==> src/hw/rtl/double_ended_queue_top_macros.svh <==
// Assertion macros shared by the double-ended queue RTL.
// Depends on nothing; included by the modules that check their own logic.
`ifndef DOUBLE_ENDED_QUEUE_TOP_MACROS_SVH
`define DOUBLE_ENDED_QUEUE_TOP_MACROS_SVH

// Same-cycle implication, disabled while reset is held.
`define DEQ_ASSERT_IMPL(label, clk, rst_n, ante, cons, msg) \
    label: assert property (@(posedge clk) disable iff (!(rst_n)) (ante) |-> (cons)) \
        else $error(msg);

// Next-cycle implication, disabled while reset is held.
`define DEQ_ASSERT_NEXT(label, clk, rst_n, ante, cons, msg) \
    label: assert property (@(posedge clk) disable iff (!(rst_n)) (ante) |=> (cons)) \
        else $error(msg);

`endif

==> src/hw/rtl/deq_pkg.sv <==
// Types and constants for the double-ended queue.
// Depends on nothing; used by every module and interface of the block.
package deq_pkg;

    localparam int DEPTH  = 16;
    localparam int IDX_W  = $clog2(DEPTH);
    localparam int CNT_W  = $clog2(DEPTH + 1);
    localparam int SUM_W  = CNT_W + 1;
    localparam int OP_W   = 3;
    localparam int WORD_W = 32;

    typedef enum logic [OP_W-1:0] {
        OP_PUSH_FRONT = 3'd0,
        OP_PUSH_BACK  = 3'd1,
        OP_POP_FRONT  = 3'd2,
        OP_POP_BACK   = 3'd3,
        OP_PEEK_FRONT = 3'd4,
        OP_PEEK_BACK  = 3'd5
    } t_op;

    typedef enum logic [0:0] {
        S_IDLE = 1'b0,
        S_LOAD = 1'b1
    } t_state;

    // Commands from the controller to the datapath.
    typedef struct packed {
        logic accept;
        logic load_out;
    } t_ctl_cmd;

endpackage

==> src/hw/rtl/deq_in_if.sv <==
// Request channel of the double-ended queue: valid/ready plus request fields.
// Depends on deq_pkg.
interface deq_in_if;
    logic                                valid;
    logic                                ready;
    logic [deq_pkg::OP_W-1:0]            op;
    logic signed [deq_pkg::WORD_W-1:0]   data_value;

    modport source (output valid, output op, output data_value, input ready);
    modport sink   (input valid, input op, input data_value, output ready);
endinterface

==> src/hw/rtl/deq_out_if.sv <==
// Result channel of the double-ended queue: valid/ready plus result fields.
// Depends on deq_pkg.
interface deq_out_if;
    logic                                valid;
    logic                                ready;
    logic signed [deq_pkg::WORD_W-1:0]   read_value;
    logic [deq_pkg::CNT_W-1:0]           occupancy;
    logic                                fault;

    modport source (output valid, output read_value, output occupancy, output fault,
                    input ready);
    modport sink   (input valid, input read_value, input occupancy, input fault,
                    output ready);
endinterface

==> src/hw/rtl/double_ended_queue_top.sv <==
// Double-ended queue top level: 16-word ring store with push/pop/peek at both ends.
// On accept the store is read into a read register; the result then moves to the output register once that is free.
// A new request is not taken until the pending result has moved into the output register.
// A pending result holds in the output register while the next request is accepted.
// Reset (synchronous, active low) empties the queue; store contents stay undefined.
module double_ended_queue_top (
    input  logic      i_clk,
    input  logic      i_rst_n,
    deq_in_if.sink    i_in,
    deq_out_if.source o_out
);
    import deq_pkg::*;

    t_ctl_cmd cmd;

    // Controller: owns the handshake and sequences accept -> load of the result.
    deq_ctrl u_ctrl (
        .i_clk       (i_clk),
        .i_rst_n     (i_rst_n),
        .i_in_valid  (i_in.valid),
        .o_in_ready  (i_in.ready),
        .o_out_valid (o_out.valid),
        .i_out_ready (o_out.ready),
        .o_cmd       (cmd)
    );

    // Datapath: ring store addressed by front index and count, plus result register.
    deq_datapath u_datapath (
        .i_clk        (i_clk),
        .i_rst_n      (i_rst_n),
        .i_cmd        (cmd),
        .i_op         (i_in.op),
        .i_data_value (i_in.data_value),
        .o_read_value (o_out.read_value),
        .o_occupancy  (o_out.occupancy),
        .o_fault      (o_out.fault)
    );

endmodule

==> src/hw/rtl/deq_ctrl.sv <==
// Handshake controller of the double-ended queue: state machine and result valid.
// Depends on deq_pkg and double_ended_queue_top_macros.svh.
`include "double_ended_queue_top_macros.svh"

module deq_ctrl (
    input  logic              i_clk,
    input  logic              i_rst_n,
    input  logic              i_in_valid,
    output logic              o_in_ready,
    output logic              o_out_valid,
    input  logic              i_out_ready,
    output deq_pkg::t_ctl_cmd o_cmd
);
    import deq_pkg::*;

    t_state r_state;
    t_state n_state;
    logic   r_out_valid;
    logic   n_out_valid;

    always_ff @(posedge i_clk) begin
        if (!i_rst_n) begin
            r_state     <= S_IDLE;
            r_out_valid <= 1'b0;
        end else begin
            r_state     <= n_state;
            r_out_valid <= n_out_valid;
        end
    end

    always_comb begin
        n_state        = r_state;
        o_in_ready     = 1'b0;
        o_cmd.accept   = 1'b0;
        o_cmd.load_out = 1'b0;
        case (r_state)
            S_IDLE: begin
                o_in_ready   = 1'b1;
                o_cmd.accept = i_in_valid;
                if (i_in_valid) begin
                    n_state = S_LOAD;
                end
            end
            S_LOAD: begin
                // Move the result into the output register once it is free.
                if (!r_out_valid || i_out_ready) begin
                    o_cmd.load_out = 1'b1;
                    n_state        = S_IDLE;
                end
            end
            default: begin
                n_state = S_IDLE;
            end
        endcase

        n_out_valid = r_out_valid;
        if (o_cmd.load_out) begin
            n_out_valid = 1'b1;
        end else if (r_out_valid && i_out_ready) begin
            n_out_valid = 1'b0;
        end
    end

    assign o_out_valid = r_out_valid;

    `DEQ_ASSERT_NEXT(a_accept_to_load, i_clk, i_rst_n, o_cmd.accept,
        r_state == S_LOAD, "accepted item did not move to load")
    `DEQ_ASSERT_NEXT(a_load_sets_valid, i_clk, i_rst_n, o_cmd.load_out,
        r_out_valid, "loaded result not flagged valid")
    `DEQ_ASSERT_IMPL(a_no_accept_in_load, i_clk, i_rst_n, r_state == S_LOAD,
        !o_in_ready && !o_cmd.accept, "request taken while a result is pending")

endmodule

==> src/hw/rtl/deq_datapath.sv <==
// Datapath of the double-ended queue: ring store, front index, count, result register.
// Depends on deq_pkg and double_ended_queue_top_macros.svh.
`include "double_ended_queue_top_macros.svh"

module deq_datapath (
    input  logic                                i_clk,
    input  logic                                i_rst_n,
    input  deq_pkg::t_ctl_cmd                   i_cmd,
    input  logic [deq_pkg::OP_W-1:0]            i_op,
    input  logic signed [deq_pkg::WORD_W-1:0]   i_data_value,
    output logic signed [deq_pkg::WORD_W-1:0]   o_read_value,
    output logic [deq_pkg::CNT_W-1:0]           o_occupancy,
    output logic                                o_fault
);
    import deq_pkg::*;

    logic signed [WORD_W-1:0] mem [DEPTH];

    logic [IDX_W-1:0]         r_front;
    logic [IDX_W-1:0]         n_front;
    logic [CNT_W-1:0]         r_count;
    logic [CNT_W-1:0]         n_count;
    logic signed [WORD_W-1:0] r_rd_data;
    logic                     r_fault;
    logic                     r_is_read;
    logic signed [WORD_W-1:0] r_out_read_value;
    logic [CNT_W-1:0]         r_out_occupancy;
    logic                     r_out_fault;

    t_op              op;
    logic             full;
    logic             empty;
    logic             is_push;
    logic             is_read;
    logic             legal;
    logic             fault;
    logic [IDX_W-1:0] front_inc;
    logic [IDX_W-1:0] front_dec;
    logic [SUM_W-1:0] tail_sum;
    logic [IDX_W-1:0] tail_pos;
    logic [IDX_W-1:0] back_pos;
    logic             wr_en;
    logic [IDX_W-1:0] wr_addr;
    logic [IDX_W-1:0] rd_addr;

    always_comb begin
        op    = t_op'(i_op);
        full  = (r_count == CNT_W'(DEPTH));
        empty = (r_count == '0);
        legal = (i_op <= OP_W'(OP_PEEK_BACK));
        is_push = (op inside {OP_PUSH_FRONT, OP_PUSH_BACK});
        is_read = legal && !is_push;
        fault   = !legal || (is_push && full) || (is_read && empty);

        front_inc = (r_front == IDX_W'(DEPTH - 1)) ? '0 : r_front + 1'b1;
        front_dec = (r_front == '0) ? IDX_W'(DEPTH - 1) : r_front - 1'b1;
        tail_sum  = SUM_W'(r_front) + SUM_W'(r_count);
        tail_pos  = (tail_sum >= SUM_W'(DEPTH)) ? IDX_W'(tail_sum - SUM_W'(DEPTH))
                                                 : IDX_W'(tail_sum);
        back_pos  = (tail_pos == '0) ? IDX_W'(DEPTH - 1) : tail_pos - 1'b1;

        wr_en   = 1'b0;
        wr_addr = tail_pos;
        rd_addr = r_front;
        n_front = r_front;
        n_count = r_count;
        case (op)
            OP_PUSH_FRONT: begin
                wr_addr = front_dec;
                if (!full) begin
                    wr_en   = i_cmd.accept;
                    n_front = front_dec;
                    n_count = r_count + 1'b1;
                end
            end
            OP_PUSH_BACK: begin
                if (!full) begin
                    wr_en   = i_cmd.accept;
                    n_count = r_count + 1'b1;
                end
            end
            OP_POP_FRONT: begin
                if (!empty) begin
                    n_front = front_inc;
                    n_count = r_count - 1'b1;
                end
            end
            OP_POP_BACK: begin
                rd_addr = back_pos;
                if (!empty) begin
                    n_count = r_count - 1'b1;
                end
            end
            OP_PEEK_BACK: begin
                rd_addr = back_pos;
            end
            default: begin
                // peek front and unused codes: no state change
            end
        endcase
    end

    // Ring store: one write port, one registered read port.
    always_ff @(posedge i_clk) begin
        if (wr_en) begin
            mem[wr_addr] <= i_data_value;
        end
        if (i_cmd.accept) begin
            r_rd_data <= mem[rd_addr];
        end
    end

    always_ff @(posedge i_clk) begin
        if (!i_rst_n) begin
            r_front <= '0;
            r_count <= '0;
        end else if (i_cmd.accept) begin
            r_front <= n_front;
            r_count <= n_count;
        end
    end

    always_ff @(posedge i_clk) begin
        if (i_cmd.accept) begin
            r_fault   <= fault;
            r_is_read <= is_read && !fault;
        end
        if (i_cmd.load_out) begin
            r_out_read_value <= r_is_read ? r_rd_data : '0;
            r_out_occupancy  <= r_count;
            r_out_fault      <= r_fault;
        end
    end

    assign o_read_value = r_out_read_value;
    assign o_occupancy  = r_out_occupancy;
    assign o_fault      = r_out_fault;

    `DEQ_ASSERT_IMPL(a_count_bound, i_clk, i_rst_n, 1'b1,
        r_count <= CNT_W'(DEPTH), "entry count beyond depth")
    `DEQ_ASSERT_NEXT(a_count_step, i_clk, i_rst_n, i_cmd.accept,
        (r_count == $past(r_count)) || (r_count == $past(r_count) + 1'b1) ||
        (r_count == $past(r_count) - 1'b1), "entry count moved by more than one")
    `DEQ_ASSERT_NEXT(a_fault_keeps_state, i_clk, i_rst_n, i_cmd.accept && fault,
        $stable(r_count) && $stable(r_front), "faulted request changed the state")

endmodule
==> src/flat_wrapper.sv <==
// flat-port wrapper written by rule: the top's interface ports become plain ports
module double_ended_queue_top_flat import deq_pkg::*;
  (i_clk, i_rst_n, i_in_valid, i_in_op, i_in_data_value, i_in_ready, o_out_valid, o_out_read_value, o_out_occupancy, o_out_fault, o_out_ready);
  deq_in_if i_in_i ();
  deq_out_if o_out_i ();
  input  logic i_clk;
  input  logic i_rst_n;
  input wire logic [$bits(i_in_i.valid)-1:0] i_in_valid;
  input wire logic [$bits(i_in_i.op)-1:0] i_in_op;
  input wire logic [$bits(i_in_i.data_value)-1:0] i_in_data_value;
  output wire logic [$bits(i_in_i.ready)-1:0] i_in_ready;
  output wire logic [$bits(o_out_i.valid)-1:0] o_out_valid;
  output wire logic [$bits(o_out_i.read_value)-1:0] o_out_read_value;
  output wire logic [$bits(o_out_i.occupancy)-1:0] o_out_occupancy;
  output wire logic [$bits(o_out_i.fault)-1:0] o_out_fault;
  input wire logic [$bits(o_out_i.ready)-1:0] o_out_ready;
  assign i_in_i.valid = i_in_valid;
  assign i_in_i.op = i_in_op;
  assign i_in_i.data_value = i_in_data_value;
  assign i_in_ready = i_in_i.ready;
  assign o_out_valid = o_out_i.valid;
  assign o_out_read_value = o_out_i.read_value;
  assign o_out_occupancy = o_out_i.occupancy;
  assign o_out_fault = o_out_i.fault;
  assign o_out_i.ready = o_out_ready;
  double_ended_queue_top u_core (.i_clk(i_clk), .i_rst_n(i_rst_n), .i_in(i_in_i), .o_out(o_out_i));
endmodule
==> config.mk <==
export PLATFORM = sky130hd
export DESIGN_NAME = double_ended_queue_top_flat
export DESIGN_NICKNAME = d
export VERILOG_FILES = /design/src/hw/rtl/deq_pkg.sv /design/src/hw/rtl/deq_in_if.sv /design/src/hw/rtl/deq_out_if.sv /design/src/hw/rtl/double_ended_queue_top.sv /design/src/hw/rtl/deq_ctrl.sv /design/src/hw/rtl/deq_datapath.sv /design/src/flat_wrapper.sv
export VERILOG_INCLUDE_DIRS = /design/src /design/src/hw/rtl
export SDC_FILE = /design/constraint.sdc
export NUM_CORES = 1
export LEC_CHECK = 0
export CORE_MARGIN = 4
export CORE_UTILIZATION = 64
export DETAILED_ROUTE_END_ITERATION = 8
export DONT_BUFFER_PORTS = 1
export PLACE_DENSITY_LB_ADDON = 0.2
export SETUP_SLACK_MARGIN = 0.4
export SLEW_MARGIN = 20
export SYNTH_ARGS = -nofsm -noshare
export SYNTH_HDL_FRONTEND = slang
export SYNTH_HIERARCHICAL = 1
export SYNTH_SLANG_ARGS = --single-unit
==> constraint.sdc <==
create_clock -name i_clk -period 5.11 [get_ports i_clk]
set_input_delay 0.511 -clock i_clk [delete_from_list [all_inputs] [get_ports i_clk]]
set_output_delay 0.511 -clock i_clk [all_outputs]
set_load 0.005 [all_outputs]
## Yosys cells after proc, flatten, opt, wreduce, memory -nomap -nowiden

Memories as Yosys holds them, arrays and structs flattened. A register that Yosys moved wholly into a read port is not among the register bits.
Cells that the tools add are included.

| operators by class | value |
|---|---|
| reductions and logical operators | 25 |
| equality and inequality tests | 10 |
| magnitude comparators | 2 |
| $mul | 0 |
| div/mod/pow operators | 0 |
| bitwise logic cells | 1 |
| mux-type cells | 25 |
| add/subtract/negate cells | 7 |
| shifts and indexed selects | 0 |

Operators by type and width:

| cell | number |
|---|---|
| 4-bit 2-to-1 mux | 8 |
| 1-bit 2-to-1 mux | 12 |
| 4-bit by 1-bit subtractor with 4-bit output (second input constant) | 3 |
| 5-bit 2-to-1 mux | 2 |
| 5-bit case mux with 2 select lines | 1 |
| 4-bit zero test | 2 |
| 2-bit != test (second input constant) | 4 |
| 4-bit case mux with 2 select lines | 1 |
| 4-bit AND reduction | 2 |
| 2-bit nonzero test | 4 |
| 4-bit by 5-bit adder with 6-bit output | 1 |
| 3-bit by 2-bit == test with 1-bit output (second input constant) | 2 |
| 6-bit by 5-bit >= comparator with 1-bit output (second input constant) | 1 |
| 2-bit OR reduction | 3 |
| 5-bit by 1-bit adder with 5-bit output (second input constant) | 1 |
| 5-bit == test (second input constant) | 1 |
| 1-bit logical AND | 5 |
| 5-bit zero test | 1 |
| 5-bit by 1-bit subtractor with 5-bit output (second input constant) | 1 |
| 4-bit by 1-bit adder with 4-bit output (second input constant) | 1 |
| 4-bit == test (second input constant) | 1 |
| 1-bit zero test | 4 |
| 3-bit by 1-bit == test with 1-bit output (second input constant) | 1 |
| 3-bit == test (second input constant) | 1 |
| other kinds (5) | 7 |

| storage, ports and cells | value |
|---|---|
| memories kept | 1 |
| ROM bits | 0 |
| bits in writable memories | 512 |
| bits in latches | 0 |
| register bits | 51 |

Memories:

| memory | words | bits a word | rd ports | clocked after Yosys merged registers in | write ports | line | RTL |
|---|---|---|---|---|---|---|---|
| u_core.u_datapath.mem | 16 | 32 | 1 | 1 | 1 | deq_datapath.sv:17 | `logic signed [WORD_W-1:0] mem [DEPTH];` |

## Logic depth before layout (Yosys ltp)

Gate-level depths: netlist of the first run.

| depth | value |
|---|---|
| word-level depth | 8 |
| mapped depth | 11 |
| depth with buffers taken out | 9 |

## By module

The synthesis of the first run kept the hierarchy.

By module, submodules not included:

| module | cells each | area an instance (µm²) | instances | sequential area each (µm²) |
|---|---|---|---|---|
| deq_datapath | 2,195 | 29,908.7 | 1 | 17,717.0 |
| deq_ctrl | 10 | 110.1 | 1 | 40.0 |

## Worst setup path before layout of the first run

Ideal clock, no wire load.

| timing | value |
|---|---|
| path type | input port to flip-flop |
| start | input i_in_valid |
| end | memory u_core.u_datapath.mem[2][0], enable pin |
| stages | 5 |
| setup slack | 1.255 ns |
| data required time | 4.689 ns |
| setup time | 0.421 ns |
| arrival | 3.434 ns |
| path through | nor2b_2 > nand3_1 > nor2b_1 > nand2_1 > nor2_1 |

| on the way | value |
|---|---|
| cells in the longest elaborated chain, start to end | 5 |

Ends and longest elaborated chain:

| what | line | RTL |
|---|---|---|
| start, declared | flat_wrapper.sv:8 | `input wire logic [$bits(i_in_i.valid)-1:0] i_in_valid;` |
| 1-bit 2-to-1 mux | deq_ctrl.sv:36 | `case (r_state)` |
| 1-bit 2-to-1 mux | deq_datapath.sv:70, deq_datapath.sv:77 |  |
| 1-bit 2-to-1 mux | -- |  |
| 1-bit 2-to-1 mux | deq_datapath.sv:105 | `if (wr_en) begin` |
| 1-bit 2-to-1 mux (not written as such) | deq_datapath.sv:106 | `mem[wr_addr] <= i_data_value;` |
| end, declared | deq_datapath.sv:17 |  |

Every way passes these cells.

## Worst setup path in the final report of the first run

| timing | value |
|---|---|
| start | register u_core.u_datapath.r_front[0] |
| end | register u_core.u_datapath.r_rd_data[0], read port of u_core.u_datapath.mem, data pin |

| on the way | value |
|---|---|
| cells in the longest elaborated chain, start to end | 6 |
| elaborated cells between the ends (all ways) | 8 |

Ends and longest elaborated chain:

| what | line | RTL |
|---|---|---|
| start, declared | deq_datapath.sv:19 | `logic [IDX_W-1:0] r_front;` |
| start signal, assigned | deq_datapath.sv:118 | `r_front <= n_front;` |
| 4-bit by 5-bit adder with 6-bit output | deq_datapath.sv:57 | `tail_sum = SUM_W'(r_front) + SUM_W'(r_count);` |
| 6-bit by 5-bit >= comparator with 1-bit output or 4-bit by 1-bit subtractor with 4-bit output (tied branches) | deq_datapath.sv:58 | `tail_pos = (tail_sum >= SUM_W'(DEPTH)) ? IDX_W'(tail_sum - SUM_W'(DEPTH))` |
| 4-bit 2-to-1 mux | deq_datapath.sv:58 |  |
| 4-bit by 1-bit subtractor with 4-bit output or 4-bit zero test (tied branches) | deq_datapath.sv:60 | `back_pos = (tail_pos == '0) ? IDX_W'(DEPTH - 1) : tail_pos - 1'b1;` |
| 4-bit 2-to-1 mux | deq_datapath.sv:60 |  |
| 4-bit 2-to-1 mux * | deq_datapath.sv:67 | `case (op)` |
| end, declared | deq_datapath.sv:23 | `logic signed [WORD_W-1:0] r_rd_data;` |

Every way passes the cells marked *; elsewhere a longest branch is shown, timed or not.
A chain may end at the register's enable or synchronous reset.

==> metrics.md, run 1 <==
| Metric | Value |
|---|---|
| Max_cap viols | 0 |
| Final Instance Area | approximately 33000 um^2 |
| # DRC | 0 |
| Core area | approximately 46000 um^2 |
| DP Area | 30600 um^2 |
| Starting density of the core | 64.6% |
| Hold path cells | 1 |
| Setup TNS | 0 ns |
| Post-CTS Setup Inserts | 0 |
| Diode count | 0 |
| Pins Over Slew Limit | 0 |
| Crit end category | register |
| Clk Latency, worst-skew pair | 0.63 ns |
| Die width | 225 um |
| Synth area leaders | edfxtp_1 58%, mux2i_1 16%, mux2_2 9.6%, a21oi_1 8.7%, clkbuf_1 1.4% |
| Die area | 50400 um^2 |
| Iteration count of the initial detailed-routing pass | 5 |
| CTS tree | yes |
| Crit start category | register |
| HP Class | in2reg |
| RSZ-0062 raised after global routing | no |
| Skew final | between 0.02 and 0.025 ns |
| Port Buf Inserts | 0 |
| Die Ht | between 200 and 250 um |
| Pin count of the biggest net entering global routing | 262 |
| Final antenna-violating net count | 0 |
| First-pass GRT wire length | 111 mm |
| Max VDD drop | 0.284 mV |
| Rel. slew slack | 22.9% |
| GRT Util Overall | 28.1% |
| CP Class | reg2reg |
| Total number of H-tree levels | 2 |
| Core Rows | approximately 80 |
| Number of flops mapped to enable cells by yosys | about 580 |
| Seq cells post-synth | 595 |
| Worst reg2reg setup slack | 1.38 ns |
| Layout cell share with drive strength beyond 1 | 18.3% |
| RR Endpoint | u_core/u_datapath/r_rd_data[0] |
| CTS Buf Count | 61 |
| Final Cycle Share | 73.0% |
| Pleak | approximately 11 nW |
| Post-Syn Area per Cell | 13.6 um^2 |
| GR peak layer | met2 |
| Predominant post-synthesis flop cell | edfxtp_1 |
| CTS root buffer | clkbuf_16 |
| Worst Tran Pin Value | 1.16 ns |
| Synth warn | 6 |
| Count of final hold-check violations | 0 |
| Critical Path AT | a little over 4 ns |
| Worst-path cell chain | ha_1 > fa_1 > inv_1 > ha_4 > buf_12 > mux2_2 > a21oi_1 > mux2i_1 > mux2i_1 > mux2i_1 |
| Vias in the first global route | 19.4k |
| Register area share after synthesis | roughly three fifths |
| Final min period | 3.73 ns |
| Worst R2R Path Depth | 10 |
| Clock slew at reported path FFs | roughly 0.060 ns |
| Critical path fanouts, max | 68 |
| Synth Instances | 2205 |
| Status | finished clean |
| Critical Path RT | about 5.4 ns |
| Ys async rst share | 0% |
| Hold Path Sink | u_core/u_datapath/r_count[0] |
| Top-area cell type share of the netlist area | 58.4% |
| Crit-path most repeated cell | mux2i_1 |
| Drt wl/cell | approximately 26 um |
| Initial antenna violation count | 1 |
| Yosys cell types | 46 |
| CP max-delay cell | ha_4 |
| Grt total ovfl | 0 |
| CP max stage delay | 0.63 ns |
| Fillers | 3012 |
| Syn Nets | 2256 |
| Via count | 18.8k |
| Post-DP HPWL | between 30 and 40 mm |
| Cell area power density | 357 nW/um^2 |
| Bufs on Longest Clock Path | 3 |
| Initial DRC Count | 1599 |
| F_max | 0.268 GHz |
| Placer Congestion | between 0.7 and 0.8 |
| Met3 usage | 3.76% |
| Beginning of the worst register-to-register path | u_core/u_datapath/r_front[0] |
| Synth-to-layout area growth | 9.79% |
| Synth Cell Area | 30000 um^2 |
| Clk sink count | 595 |
| # setup viols final | 0 |
| # IOs | between 70 and 80 |
| Routed WL | roughly 72 mm |
| Via density | about 6.7 |
| Hold Crit Start | i_rst_n |
| Area leader, netlist | edfxtp_1 |
| Layout net count | roughly 2.2k |
| M2 GR Usage | between 40% and 50% |
| GRT met1 Usage | between 30% and 40% |
-- per-stage QoR --
| stage | power (mW) | setup slack [ns] | util (%) | hold WS (ns) | instances |
|---|---|---|---|---|---|
| final | 11.8 | 1.38 | 70.9 | 0.0291 | 2820 |
| after global routing | 12.2 | 1.27 | 70.9 | 0.0146 | 2820 |
| after CTS | 11.8 | 1.42 | 70.9 | 0.000890 | 2819 |
| after detailed placement | 7.41 | 1.43 | 66.0 | 0.413 | 2673 |
| after global placement | 7.38 | 1.49 | 66.0 | 0.403 | 2673 |
| after floorplan | 7.05 | 1.26 | - | 0.400 | 2205 |
-- routing by layer --
| layer | routed length, um | vias to the layer above |
|---|---|---|
| met2 | 36000 | 747 |
| met1 | 29400 | 9500 |
| met5 | 13 | - |
| met3 | 4710 | 160 |
| li1 | - | 8425 |
| met4 | 2260 | 2 |
-- cells in the mapped netlist (all sizes together) (7+ instances only) --
master  number
a21oi      521
and2        37
buf         63
clkbuf     114
dfxtp       11
edfxtp     584
ha          10
inv         10
mux2       258
mux2i      484
nand2       13
nor2        26
nor2b        7
o21ai        9
xnor2       10
-- registers in the layout, summed over array words and instances (netlist names) --
| register | count |
|---|---|
| u_core/u_datapath/r_is_read | 1 |
| u_core/u_datapath/o_read_value | 32 |
| u_core/u_datapath/r_front | 4 |
| u_core/u_datapath/o_occupancy | 5 |
| u_core/u_datapath/r_count | 5 |
| u_core/u_datapath/o_fault | 1 |
| u_core/u_datapath/r_rd_data | 32 |
| u_core/u_ctrl/r_state | 1 |
| u_core/u_datapath/r_fault | 1 |
| u_core/u_datapath/mem | 512 |
| u_core/u_ctrl/o_out_valid | 1 |
-- repair_timing --
item | 4_1_cts | 5_1_grt
resized for setup | 0 | 0
hold endpoints to repair | 515 | 0
hold buffers | 33 | 0
-- where the power goes --
group / total (mW) / internal [mW] / leakage [nW] / switching [mW]
registers: 5.55 / 5.49 / 5.39 / 0.0535
logic: 1.87 / 0.829 / 4.61 / 1.04
clock network: 4.35 / 2.53 / 0.952 / 1.82
-- logic make-up (layout without fill, tap and decap cells) --
family	after synthesis	in the layout	synth area share (%)
mux	742	742	25.8
fa+ha+maj	12	12	0.550
compound gates	553	553	9.49
xor+xnor	15	15	0.463
simple gates	101	101	1.79
flops	595	595	59.2
buf+inv	187	195	2.74
-- how the worst max path moves through the flow --
stage,startpoint,to,slack (ns),depth (start not counted)
floorplan,i_in_valid,u_core/u_datapath/mem[2][0],1.26,5
global placement,u_core/u_datapath/r_front[0],u_core/u_datapath/r_rd_data[0],1.49,10
finish,u_core/u_datapath/r_front[0],u_core/u_datapath/r_rd_data[0],1.38,10
CTS,u_core/u_datapath/r_front[0],u_core/u_datapath/r_rd_data[28],1.42,10
detailed placement,u_core/u_datapath/r_front[0],u_core/u_datapath/r_rd_data[28],1.43,10
global route,u_core/u_datapath/r_front[0],u_core/u_datapath/r_rd_data[25],1.27,10
-- cell type report --
type	instances	area (um^2)	share of cell area, %
clock buffer	73	1610	4.90
inverter	10	37.5	0.114
timing repair buffer	72	818	2.48
multi-input combinational	1423	11600	35.3
sequential	595	17800	53.9
clock inverter	40	337	1.02
tap	607	759	2.30
-- worst max-delay path, delay by kind of cell, from the launching register on --
kind	cells	cell delay, ns
mux	4	0.84
buf+inv	2	0.50
fa+ha+maj	3	1.43
compound gates	1	0.18
flops	1	0.39
-- placed cells by master, fill, tap and decap left out, drive strengths merged, types with 2 or more instances in the layout --
master	instances
edfxtp	584
a21oi	521
mux2i	484
mux2	258
clkbuf	73
buf	39
and2	37
dlygate4sd3	33
clkinv	32
nor2	26
nand2	13
inv	11
dfxtp	11
xnor2	10
ha	10
o21ai	9
nor2b	7
bufinv	6
nand3	5
xor2	5
a21boi	5
a21o	3
nand2b	3
or3	2
o31ai	2
a32oi	2
nor3	2
a22oi	2
o21a	2
nand3b	2
nand4	2
fa	2
Note: power is estimated with default switching activity, not from simulation.
==> run 2, diff against run 1 <==
==> constraint.sdc (replaced) <==
create_clock -name i_clk -period 3.73 [get_ports i_clk]
set_input_delay 0.373 -clock i_clk [delete_from_list [all_inputs] [get_ports i_clk]]
set_output_delay 0.373 -clock i_clk [all_outputs]
set_load 0.005 [all_outputs]
==> run 2 against run 1 <==
  * Register-to-register slack worse by 0.94 ns
  * Via count grew 2.2%
  * Highest routed layer is now met4
  * Non-clock buffer count increased by 40
  * Clock skew about the same
  * Critical path type unchanged
  * Design area up 1.6%
  * Critical path depth increased by 1
  * Worst setup slack worse by 0.94 ns
==> metrics.md, run 2 (synthesized netlist as in run 1, its figures left out) <==
| Metric | Value |
|---|---|
| Pin count of the biggest net entering global routing | 262 (unchanged) |
| Post-DP HPWL | 37.5 mm (was 36.8 mm) |
| Max_cap viols | 0 (unchanged) |
| Hold Slack | 0.0722 ns (was 0.0291 ns) |
| Skew final | 0.0205 ns (was 0.0209 ns) |
| Worst setup path end | u_core/u_datapath/r_rd_data[21] (was u_core/u_datapath/r_rd_data[0]) |
| Port Buf Inserts | 0 (unchanged) |
| Rel. slew slack | 25.8% (was 22.9%) |
| # DRC | 0 (unchanged) |
| Critical Path AT | 3.66 ns (was 4.06 ns) |
| Die Ht | 225 um (unchanged) |
| Via density | 6.72 (was 6.68) |
| Count of final hold-check violations | 0 (unchanged) |
| RSZ-0062 raised after global routing | yes (was no) |
| Worst reg2reg setup slack | 0.44 ns (was 1.38 ns) |
| Commonest non-fill, non-tap cell in the layout | edfxtp_1 (unchanged) |
| Dominant delay contributor by cell family on the critical path | adder cells (unchanged) |
| Initial DRC Count | 2148 (was 1599) |
| Setup TNS | 0 ns (unchanged) |
| Placer Congestion | 0.787 (was 0.799) |
| Final Cycle Share | 88.1% (was 73.0%) |
| Worst Setup SP | u_core/u_datapath/r_front[0] (unchanged) |
| Crit start category | register (unchanged) |
| Status | finished clean (unchanged) |
| Largest Register | u_core/u_datapath/mem (unchanged) |
| Starting density of the core | 64.6% (unchanged) |
| Bufs on Longest Clock Path | 3 (unchanged) |
| Fin util | 72.1% (was 70.9%) |
| Worst R2R Path Depth | 11 (was 10) |
| Cell area power density | 484 nW/um^2 (was 357 nW/um^2) |
| Most frequent cells in the layout | 584 x edfxtp_1, 518 x a21oi_1, 484 x mux2i_1 (was 584 x edfxtp_1, 520 x a21oi_1, 484 x mux2i_1) |
| Max VDD drop | 0.433 mV (was 0.284 mV) |
| Clk Latency, worst-skew pair | 0.64 ns (was 0.63 ns) |
| First-pass GRT wire length | 114 mm (was 111 mm) |
| Synth-to-layout area growth | 11.6% (was 9.79%) |
| Drt wl/cell | 26.6 um (was 25.7 um) |
| Crit-path most repeated cell | mux2i_1 (unchanged) |
| Vias in the first global route | 19.6k (was 19.4k) |
| Final min period | 3.29 ns (was 3.73 ns) |
| CP max-delay cell | fa_2 (was ha_4) |
| Grt total ovfl | 0 (unchanged) |
| Critical path fanouts, max | 11 (was 68) |
| Routed WL | 76.3 mm (was 72.4 mm) |
| Core Rows | 79 (unchanged) |
| HP Class | in2reg (unchanged) |
| Worst Tran Pin Value | 1.11 ns (was 1.16 ns) |
| CTS tree | yes (unchanged) |
| Pleak | 11.2 nW (was 10.9 nW) |
| # IOs | 79 (unchanged) |
| Layout cell share with drive strength beyond 1 | 19.8% (was 18.3%) |
| Initial antenna violation count | 5 (was 1) |
| CP Class | reg2reg (unchanged) |
| Final antenna-violating net count | 0 (unchanged) |
| Total number of H-tree levels | 2 (unchanged) |
| Die width | 225 um (unchanged) |
| CTS root buffer | clkbuf_16 (unchanged) |
| Fillers | 2973 (was 3012) |
| Worst path bufs/invs | 3 (was 2) |
| Iteration count of the initial detailed-routing pass | 6 (was 5) |
| Die area | 50400 um^2 (unchanged) |
| CP Depth | 11 (was 10) |
| Via count | 19.3k (was 18.8k) |
| Clk sink count | 595 (unchanged) |
| F_max | 0.304 GHz (was 0.268 GHz) |
| Layout net count | 2253 (was 2214) |
| CP max stage delay | 0.62 ns (was 0.63 ns) |
| Hold path cells | 3 (was 1) |
| CTS Buf Count | 59 (was 61) |
| Crit end category | register (unchanged) |
| GRT Util Overall | 29.2% (was 28.1%) |
| Flip-flop count of the largest register, all copies and words added | 512 (unchanged) |
| Pins Over Slew Limit | 0 (unchanged) |
| Clock slew at reported path FFs | 0.06 ns (about the same) |
| Worst-path cell chain | ha_2 > fa_2 > inv_2 > ha_4 > buf_12 > clkbuf_16 > mux2_2 > a21oi_1 > mux2i_1 > mux2i_1 > mux2i_1 (was ha_1 > fa_1 > inv_1 > ha_4 > buf_12 > mux2_2 > a21oi_1 > mux2i_1 > mux2i_1 > mux2i_1) |
| Critical Path RT | 4.10 ns (was 5.44 ns) |
| Tot Pwr | 16.2 mW (was 11.8 mW) |
| Core area | 46500 um^2 (unchanged) |
| RR Endpoint | u_core/u_datapath/r_rd_data[21] (was u_core/u_datapath/r_rd_data[0]) |
| # setup viols final | 0 (unchanged) |
| Beginning of the worst register-to-register path | u_core/u_datapath/r_front[0] (unchanged) |
==> run 2: changes by cell type in the layout (fill, tap and decap cells not counted), sizes merged <==
cell / before / now
a41o: 1 / 2
buf: 39 / 68
bufinv: 6 / 4
clkbuf: 73 / 90
clkinv: 32 / 23
clkinvlp: 1 / 0
diode: 0 / 5
dlygate4sd3: 33 / 37
==> run 2: worst register-to-register path, cell delays in order (launching register included) <==
cell       delay (ns)
dfxtp_2          0.36
ha_2             0.22
fa_2             0.62
inv_2            0.07
ha_4             0.41
buf_12           0.22
clkbuf_16        0.21
mux2_2           0.34
a21oi_1          0.17
mux2i_1          0.12
mux2i_1          0.18
mux2i_1          0.10
==> run 2: final cells by class <==
class / instances / area [um^2] / share of cell area (%)
diodes: 5 / 12.5 / 0.0374
clock buffers: 83 / 1610 / 4.80
clock inverters: 28 / 240 / 0.717
inverters: 10 / 37.5 / 0.112
multi-input cells: 1424 / 11700 / 34.8
flip-flops and latches: 595 / 17800 / 53.0
well taps: 607 / 759 / 2.27
repair buffers: 112 / 1410 / 4.21
==> run 2: through the flow <==
stage                     instance area (um^2)  instances  setup slack, ns
after floorplan                          30000       2205           0.0138
after global placement                   30900       2691            0.409
after detailed placement                 30900       2691            0.338
after CTS                                33200       2843            0.397
after global routing                     33500       2861            0.360
final                                    33500       2864            0.443
==> run 2: layer usage <==
metal  share of wire (%)  vias up  global-route usage (%)
met5                   0        -                       0
met4                 3.0        0                    9.27
met3                 7.2      154                    3.88
met2                  49      819                    49.9
met1                  40     9775                    39.5
li1                    -     8509                       -
==> run 2: worst min path at each step <==
stage,startpoint,end,slack [ns]
after floorplan,u_core/u_datapath/r_fault,u_core/u_datapath/o_fault,0.40
after global placement,u_core/u_datapath/r_fault,u_core/u_datapath/o_fault,0.41
after detailed placement,u_core/u_datapath/r_fault,u_core/u_datapath/o_fault,0.41
after CTS,i_in_op[2],u_core/u_datapath/r_count[3],0.04
after global routing,i_in_op[2],u_core/u_datapath/r_count[3],0.09
final,i_in_op[2],u_core/u_datapath/r_count[3],0.07
==> run 2: timing repair <==
action                                  4_1_cts  5_1_grt
endpoints found under the hold margin       524        0
pin swaps                                     0        2
hold buffers                                 37        0
gates cloned                                  2        8
buffers inserted                              2        8
resized for setup                             3       17
endpoints found under the setup margin       15       30
==> run 2: power breakdown <==
group | switching, mW | total (mW) | internal (mW)
sequential | 0.0807 | 7.60 | 7.52
combinational | 1.54 | 2.89 | 1.35
clock | 2.46 | 5.73 | 3.27
total | 4.09 | 16.2 | 12.1
